--- config.mk ---
export PLATFORM = sky130hd
export DESIGN_NAME = lru_key_value_cache
export DESIGN_NICKNAME = d
export VERILOG_FILES = /design/src/rtl/lkv_pkg.sv /design/src/rtl/lkv_cell.sv /design/src/rtl/lkv_apb_regs.sv /design/src/rtl/lru_key_value_cache.sv
export SDC_FILE = /design/constraint.sdc
export NUM_CORES = 2
export LEC_CHECK = 0
export BUFFER_PORTS_ARGS = -buffer_cell sky130_fd_sc_hd__buf_4
export CAP_MARGIN = 20
export CORE_MARGIN = 3
export CORE_UTILIZATION = 60
export CTS_CLUSTER_DIAMETER = 120
export DETAILED_ROUTE_END_ITERATION = 16
export GPL_TIMING_DRIVEN = 0
export HOLD_SLACK_MARGIN = 0.02
export PLACE_DENSITY_LB_ADDON = 0.12
export SKIP_LAST_GASP = 1
export SLEW_MARGIN = 20
export SYNTH_ARGS = -nofsm -noshare
export SYNTH_HDL_FRONTEND = slang
export SYNTH_SLANG_ARGS = --single-unit
--- constraint.sdc ---
create_clock -name aclk -period 9.8 [get_ports aclk]
set_clock_uncertainty 0.05 [all_clocks]
set_input_delay 0.98 -clock aclk [delete_from_list [all_inputs] [get_ports aclk]]
set_output_delay 0.98 -clock aclk [all_outputs]
set_load 0.01 [all_outputs]
--- src/rtl/lkv_pkg.sv ---
// Shared types and constants for the LRU key-value cache.
// No dependencies; every other file in rtl/ imports this package.
package lkv_pkg;

    // Storage geometry
    localparam int ENTRIES = 16;
    localparam int RANK_W  = (ENTRIES > 1) ? $clog2(ENTRIES) : 1;
    localparam int OCC_W   = $clog2(ENTRIES + 1);
    localparam int CAP_W   = 5;
    localparam int CMP_W   = (OCC_W > CAP_W) ? OCC_W : CAP_W;
    localparam int DATA_W  = 32;

    // Register file
    localparam int              ADDR_W       = 3;
    localparam logic            REG_CAPACITY = 1'b0;
    localparam logic [CAP_W-1:0] CAP_RESET   = 5'd16;

    // Operation codes
    localparam logic ACT_GET = 1'b0;
    localparam logic ACT_PUT = 1'b1;

    typedef struct packed {
        logic                     action;
        logic signed [DATA_W-1:0] key;
        logic signed [DATA_W-1:0] value;
    } in_item_t;

    typedef struct packed {
        logic                     found;
        logic signed [DATA_W-1:0] read_value;
    } out_item_t;

    typedef enum logic [1:0] {
        ST_IDLE,
        ST_LOOKUP,
        ST_UPDATE
    } state_t;

    // Command broadcast from the controller to every cell
    typedef struct packed {
        logic                     lookup;
        logic                     commit;
        logic                     is_hit;
        logic                     is_put;
        logic                     do_evict;
        logic                     ins_ok;
        logic [RANK_W-1:0]        hit_rank;
        logic [OCC_W-1:0]         cap_m1;
        logic signed [DATA_W-1:0] key;
        logic signed [DATA_W-1:0] value;
    } cell_cmd_t;

    // Data handed from one cell to the next
    typedef struct packed {
        logic              hit;
        logic [RANK_W-1:0] rank;
        logic [DATA_W-1:0] value;
        logic              taken;
    } cell_chain_t;

    // Per-cell status seen by the controller
    typedef struct packed {
        logic valid;
        logic match;
    } cell_stat_t;

endpackage

--- src/rtl/lkv_cell.sv ---
// One entry of the cache: key, value, valid mark and recency rank.
// Depends on lkv_pkg; chained with its neighbors in lru_key_value_cache.
module lkv_cell (
    input  logic                 aclk,
    input  logic                 aresetn,
    input  lkv_pkg::cell_cmd_t   cmd,
    input  lkv_pkg::cell_chain_t chain_in,
    output lkv_pkg::cell_chain_t chain_out,
    output lkv_pkg::cell_stat_t  stat
);
    import lkv_pkg::*;

    logic signed [DATA_W-1:0] key_reg;
    logic signed [DATA_W-1:0] value_reg;
    logic                     valid_reg;
    logic [RANK_W-1:0]        rank_reg;
    logic                     match_reg;

    logic evict;
    logic live;
    logic grant;

    // Evict on a full insert, then claim the first free cell along the chain
    always_comb begin
        evict = cmd.do_evict && valid_reg && (OCC_W'(rank_reg) >= cmd.cap_m1);
        live  = valid_reg && !evict;
        grant = !live && !chain_in.taken;

        chain_out.hit   = chain_in.hit | match_reg;
        chain_out.rank  = chain_in.rank | (match_reg ? rank_reg : '0);
        chain_out.value = chain_in.value | (match_reg ? value_reg : '0);
        chain_out.taken = chain_in.taken | !live;

        stat.valid = valid_reg;
        stat.match = match_reg;
    end

    // Hold valid mark, rank and match flag
    always_ff @(posedge aclk) begin
        if (!aresetn) begin
            valid_reg <= 1'b0;
            rank_reg  <= '0;
            match_reg <= 1'b0;
        end else begin
            if (cmd.lookup) begin
                match_reg <= valid_reg && (key_reg == cmd.key);
            end
            if (cmd.commit) begin
                if (cmd.is_hit) begin
                    if (match_reg) begin
                        rank_reg <= '0;
                    end else if (valid_reg && (rank_reg < cmd.hit_rank)) begin
                        rank_reg <= rank_reg + RANK_W'(1);
                    end
                end else if (cmd.is_put) begin
                    if (grant && cmd.ins_ok) begin
                        valid_reg <= 1'b1;
                        rank_reg  <= '0;
                    end else if (evict) begin
                        valid_reg <= 1'b0;
                        rank_reg  <= '0;
                    end else if (valid_reg && cmd.ins_ok) begin
                        rank_reg <= rank_reg + RANK_W'(1);
                    end
                end
            end
        end
    end

    // Write key and value on insert, value on update
    always_ff @(posedge aclk) begin
        if (cmd.commit && cmd.is_put) begin
            if (cmd.is_hit && match_reg) begin
                value_reg <= cmd.value;
            end else if (!cmd.is_hit && grant) begin
                key_reg   <= cmd.key;
                value_reg <= cmd.value;
            end
        end
    end

endmodule

--- src/rtl/lkv_apb_regs.sv ---
// APB-style register file holding the capacity register.
// Depends on lkv_pkg.
module lkv_apb_regs (
    input  logic                        aclk,
    input  logic                        aresetn,
    input  logic                        psel,
    input  logic                        penable,
    input  logic                        pwrite,
    input  logic [lkv_pkg::ADDR_W-1:0]  paddr,
    input  logic [lkv_pkg::DATA_W-1:0]  pwdata,
    output logic [lkv_pkg::DATA_W-1:0]  prdata,
    output logic                        pready,
    output logic [lkv_pkg::CAP_W-1:0]   capacity
);
    import lkv_pkg::*;

    logic [CAP_W-1:0] capacity_reg;
    logic             wr_en;

    // Decode the word index and the access phase
    always_comb begin
        pready   = 1'b1;
        wr_en    = psel && penable && pwrite && pready && (paddr[2] == REG_CAPACITY);
        prdata   = (paddr[2] == REG_CAPACITY) ? DATA_W'(capacity_reg) : '0;
        capacity = capacity_reg;
    end

    // Hold capacity
    always_ff @(posedge aclk) begin
        if (!aresetn) begin
            capacity_reg <= CAP_RESET;
        end else if (wr_en) begin
            capacity_reg <= pwdata[CAP_W-1:0];
        end
    end

endmodule

--- src/rtl/lru_key_value_cache.sv ---
// Fully associative key-value cache with least-recently-used replacement.
// Input beat on s_valid/s_ready carries action (get or put), key and value.
// Result beat on m_valid/m_ready carries found and read_value (zero on a miss
// and on every put).
// Each operation passes through a lookup step, in which every cell compares its
// key and registers a match flag, and an update step, in which hit, rank, value
// and free-slot information ripple along the row of cells and every cell updates
// its rank. The result lands in an output register at the end of the update step.
// The next beat is taken in the same cycle as the update commits.
// While a result waits in the output register and m_ready is low, the update
// of the following operation holds until the register frees up, and s_ready
// stays low meanwhile, so no further input beat is taken.
// The user must set capacity over the APB port (address 0) only while the cache
// is idle; the block itself does not enforce this. Reset clears all valid marks,
// ranks and the occupancy count and sets the capacity to 16; keys and values stay
// unwritten until an insert.
module lru_key_value_cache (
    input  logic                        aclk,
    input  logic                        aresetn,
    input  logic                        s_valid,
    output logic                        s_ready,
    input  lkv_pkg::in_item_t           s_data,
    output logic                        m_valid,
    input  logic                        m_ready,
    output lkv_pkg::out_item_t          m_data,
    input  logic                        psel,
    input  logic                        penable,
    input  logic                        pwrite,
    input  logic [lkv_pkg::ADDR_W-1:0]  paddr,
    input  logic [lkv_pkg::DATA_W-1:0]  pwdata,
    output logic [lkv_pkg::DATA_W-1:0]  prdata,
    output logic                        pready
);
    import lkv_pkg::*;

    state_t           state_reg, state_next;
    in_item_t         op_reg;
    logic [OCC_W-1:0] occ_reg, occ_next;
    logic             m_valid_reg;
    out_item_t        m_data_reg;

    logic [CAP_W-1:0] capacity;
    logic [CMP_W-1:0] cap_wide;
    logic [OCC_W-1:0] eff_cap;
    logic [OCC_W-1:0] cap_m1;

    cell_cmd_t        cmd;
    cell_chain_t      chain [ENTRIES+1];
    cell_stat_t       stat  [ENTRIES];
    logic [ENTRIES-1:0] valid_vec;
    logic [ENTRIES-1:0] match_vec;

    logic accept;
    logic lookup;
    logic commit;
    logic hit;
    logic is_put;
    logic do_evict;
    logic ins_ok;
    logic out_free;

    lkv_apb_regs u_regs (
        .aclk     (aclk),
        .aresetn  (aresetn),
        .psel     (psel),
        .penable  (penable),
        .pwrite   (pwrite),
        .paddr    (paddr),
        .pwdata   (pwdata),
        .prdata   (prdata),
        .pready   (pready),
        .capacity (capacity)
    );

    // Row of entry cells
    assign chain[0] = '0;
    for (genvar g = 0; g < ENTRIES; g++) begin : g_cell
        lkv_cell u_cell (
            .aclk      (aclk),
            .aresetn   (aresetn),
            .cmd       (cmd),
            .chain_in  (chain[g]),
            .chain_out (chain[g+1]),
            .stat      (stat[g])
        );
        assign valid_vec[g] = stat[g].valid;
        assign match_vec[g] = stat[g].match;
    end

    // Clamp capacity to 1 .. ENTRIES
    always_comb begin
        cap_wide = CMP_W'(capacity);
        if (cap_wide == '0) begin
            eff_cap = OCC_W'(1);
        end else if (cap_wide > CMP_W'(ENTRIES)) begin
            eff_cap = OCC_W'(ENTRIES);
        end else begin
            eff_cap = OCC_W'(cap_wide);
        end
        cap_m1 = eff_cap - OCC_W'(1);
    end

    // Decode the operation against the end of the chain
    always_comb begin
        hit      = chain[ENTRIES].hit;
        is_put   = (op_reg.action == ACT_PUT);
        do_evict = !hit && is_put && (occ_reg >= eff_cap);
        ins_ok   = chain[ENTRIES].taken;
        out_free = !m_valid_reg || m_ready;

        cmd.lookup   = lookup;
        cmd.commit   = commit;
        cmd.is_hit   = hit;
        cmd.is_put   = is_put;
        cmd.do_evict = do_evict;
        cmd.ins_ok   = ins_ok;
        cmd.hit_rank = chain[ENTRIES].rank;
        cmd.cap_m1   = cap_m1;
        cmd.key      = op_reg.key;
        cmd.value    = op_reg.value;
    end

    // Sequence lookup and update
    always_comb begin
        state_next = state_reg;
        s_ready    = 1'b0;
        lookup     = 1'b0;
        commit     = 1'b0;
        case (state_reg)
            ST_IDLE: begin
                s_ready = 1'b1;
                if (s_valid) begin
                    state_next = ST_LOOKUP;
                end
            end
            ST_LOOKUP: begin
                lookup     = 1'b1;
                state_next = ST_UPDATE;
            end
            ST_UPDATE: begin
                if (out_free) begin
                    commit     = 1'b1;
                    s_ready    = 1'b1;
                    state_next = s_valid ? ST_LOOKUP : ST_IDLE;
                end
            end
            default: begin
                state_next = ST_IDLE;
            end
        endcase
    end

    assign accept = s_valid && s_ready;

    // Track occupancy across inserts and evictions
    always_comb begin
        occ_next = occ_reg;
        if (commit && !hit && is_put) begin
            occ_next = (do_evict ? cap_m1 : occ_reg) + OCC_W'(ins_ok);
        end
    end

    // Hold control state
    always_ff @(posedge aclk) begin
        if (!aresetn) begin
            state_reg   <= ST_IDLE;
            occ_reg     <= '0;
            m_valid_reg <= 1'b0;
        end else begin
            state_reg <= state_next;
            occ_reg   <= occ_next;
            if (commit) begin
                m_valid_reg <= 1'b1;
            end else if (m_ready) begin
                m_valid_reg <= 1'b0;
            end
        end
    end

    // Capture the operation and the result beat
    always_ff @(posedge aclk) begin
        if (accept) begin
            op_reg <= s_data;
        end
        if (commit) begin
            m_data_reg.found      <= hit;
            m_data_reg.read_value <= (hit && !is_put) ? chain[ENTRIES].value : '0;
        end
    end

    assign m_valid = m_valid_reg;
    assign m_data  = m_data_reg;

    // Occupancy always equals the number of valid cells
    a_occ_count: assert property (@(posedge aclk) disable iff (!aresetn)
        occ_reg == OCC_W'($countones(valid_vec)))
        else $error("occupancy differs from valid cell count");

    // Keys are unique, so at most one cell matches
    a_one_match: assert property (@(posedge aclk) disable iff (!aresetn)
        state_reg == ST_UPDATE |-> $onehot0(match_vec))
        else $error("more than one cell matched the key");

    // An insert always finds a free cell after eviction
    a_insert_slot: assert property (@(posedge aclk) disable iff (!aresetn)
        (commit && !hit && is_put) |-> ins_ok)
        else $error("insert found no free cell");

    // Every committed operation produces a result beat
    a_result: assert property (@(posedge aclk) disable iff (!aresetn)
        commit |=> m_valid_reg)
        else $error("committed operation produced no result");

endmodule
==> metrics.yaml <==
finish:
  instances_no_fill: 5048
  drive_gt1_share_pct: 11.8
  areaGrowthSynthToFinish_pct: 14.4
  nets: 4046
  fill_cells: 5626
power_and_ir_drop:
  power_density_nw_per_um2: 181
  ir_drop_mv: 0.194
  leakage_nw: 19.6
grt:
  grtUsageMet3_pct: 9.42
  grt_max_degree: 46
  busiest_layer: "met2"
  grt_pass1_wl_um: 246000
  use_met1_pct: 54.4
  grtUsageMet2_pct: 58.0
  grt_usage_pct: 39.0
  grt_overflow_total: 0
  grt_pass1_vias: 33400
  antenna_found_initial: 3
synth:
  yosysSeqAreaShare_pct: 69.1
  synth_top_family_by_area: "compound AO/OA/AOI/OAI gates"
  synth-compound-area-share_pct: 9.83
  muxShareOfSynthArea_pct: 0.258
  synth-simple-area-share_pct: 6.82
  synthesis.area_um2: 51900
  synth_edf_count: 1122
  synth_xor_area_share_pct: 8.67
  synth.distinct_cells: 82
  synth-adder-area-share_pct: 3.28
  syn_inst: 3490
  yosysWarnings: 0
  ys_seq_elements: 1231
  synthArstFlopShare_pct: 0
  syn_avg_cell_area_um2: 14.9
  synth_ff_type: "edfxtp_1"
sta:
  tightest_slew_ns: 1.31
  slew_violations: 0
  max_freq_mhz: 137
  hold_violations: 0
  rsz0062_at_grt: "no"
  setup_viol: 0
  finalCritPeriodShare_pct: 74.4
  relSlewSlack_pct: 12.4
  whs_ns: 0.334
  period_minus_slack_ns: 7.29
floorplanning:
  rows: 107
  die_x_um: 300
  dieHeight_um: 300
  start_util_pct: 60.7
  io_pins: 175
  die_area_um2: 90100
  core_um2: 85500
critical_path:
  end_kind: "flop"
  cp_max_fo: 18
  path_class: "reg2reg"
  required_ns: 10.15
  arrival_ns: 7.64
  rrSetupSlack_ns: 2.51
  startpoint_type: "flop"
placement:
  dp_hpwl_um: 117000
  placed_cells: 4822
  io_buffers: 117
  place_congestion: 0.965
clocking:
  postCtsSetupBuffers: 0
  insertion_delay_ns: 0.77
  cts.path.max_buffers: 3
  cts.sinks: 1231
  cts_buffers: 118
  cts.htree.levels: 3
  root_buffer: "clkbuf_16"
  path_clk_slew_ns: 0.06
  ctsResizeCount: 0
  ctsHoldBuffers: 0
  cts_tree: "done"
routing:
  antenna_left: 0
  drcViolationCount: 0
  firstDrtPassIters: 9
  viasPerCell: 6.90
  drt_wl_total_um: 176000
  drtIter0Drc: 5460
  avgRoutedWirePerCell_um: 34.9
  num_vias: 34800
job:
  drv_cap: 0
min_path:
  min-delay-path-class: "in2reg"
outcome:
  outcome: "finished, final reports clean"
==> final timing paths <==
kind / from / cells past startpoint / endpoint
max: u_regs.capacity[3]$_SDFFE_PN0P_ / 16 / g_cell[15].u_cell.value_reg[18]$_DFFE_PP_
min: s_data[22] / 1 / cmd[22]$_DFFE_PP_
max reg2reg: u_regs.capacity[3]$_SDFFE_PN0P_ / 16 / g_cell[15].u_cell.value_reg[18]$_DFFE_PP_
min reg2reg: occ_reg[0]$_SDFFE_PN0P_ / 2 / occ_reg[0]$_SDFFE_PN0P_
==> per-layer routing <==
layer	vias to the layer above	part of all wire, %
li1	14200	-
met1	17400	37
met2	2716	44
met3	542	13
met4	2	5.6
met5	-	0.0068
==> report_power, final <==
group          internal, mW  leakage (nW)  switching, mW
clock                  2.54          1.89           1.99
combinational         0.119          6.66          0.229
sequential             5.76          11.0          0.101
total                  8.42          19.6           2.32
==> critical path: stages (launching register included) <==
cell and delay (ns):
dfxtp_1 0.39, nor3_1 0.17, nor2_1 0.06, nor2_1 0.22, inv_2 0.36, ha_2 1.00, ha_1 0.38, a2111oi_0 0.72
o22a_1 0.42, and4_1 0.35, a31oi_2 0.21, buf_2 0.25, or4_1 0.65, nor2_4 0.64, buf_12 0.26, a21o_2 0.51
buf_12 0.26
==> through the flow <==
step	total power [mW]	instance area (um^2)	setup WS (ns)	util (%)	setup TNS (ns)
2_1_floorplan	6.10	52000	2.52	-	0
3_3_place_gp	6.28	54400	-3.41	63.5	-1028.63
3_5_place_dp	6.30	55500	2.38	64.9	0
4_1_cts	10.7	59300	2.21	69.4	0
5_1_grt	11.0	59400	2.22	69.5	0
6_report	10.7	59400	2.51	69.5	0
==> cells by family after synthesis <==
group / Yosys count
mux: 13
xor+xnor: 514
other cells: 2
fa+ha+maj: 136
simple gates: 646
compound gates: 690
buf+inv: 258
flops: 1231
==> cell usage after synthesis, types with 94 or more instances <==
cell type / instances / area, um^2
nor4_1: 104 / 651
clkbuf_1: 146 / 548
dfxtp_1: 109 / 2180
nand2_1: 102 / 383
a22o_1: 103 / 902
edfxtp_1: 1122 / 33700
a21oi_1: 102 / 510
nand4_1: 94 / 588
a221oi_1: 105 / 920
xnor2_1: 192 / 1680
ha_1: 136 / 1700
xor2_1: 322 / 2820
==> placed cells by master (no fill, tap or decap), drive strengths merged, types with 14 or more instances in the layout <==
cell    count
a21o       22
a21oi     102
a221oi    105
a22o      103
a22oi      83
a31oi      43
and3       46
buf       228
clkbuf    298
clkinv     54
conb       28
dfxtp     109
edfxtp   1122
ha        136
inv        53
nand2     102
nand2b     42
nand3      39
nand4      94
nor2       92
nor2b      14
nor3       32
nor4      104
o21a       26
o21ai      76
or3        27
xnor2     192
xor2      322
==> cell type report <==
cell class              instances  area (um^2)  share of cell area [%]
plain buffers                 210          926                    1.56
diodes                          1         2.50                 0.00421
clock buffers                 149         3150                    5.30
flip-flops and latches       1231        35900                    60.4
well taps                    1144         1430                    2.41
repair buffers                167         1780                    3.00
multi-input cells            2027        15400                    25.9
clock inverters                71          687                    1.16
inverters                      48          180                   0.303
Power figures use the tool's default switching activity.
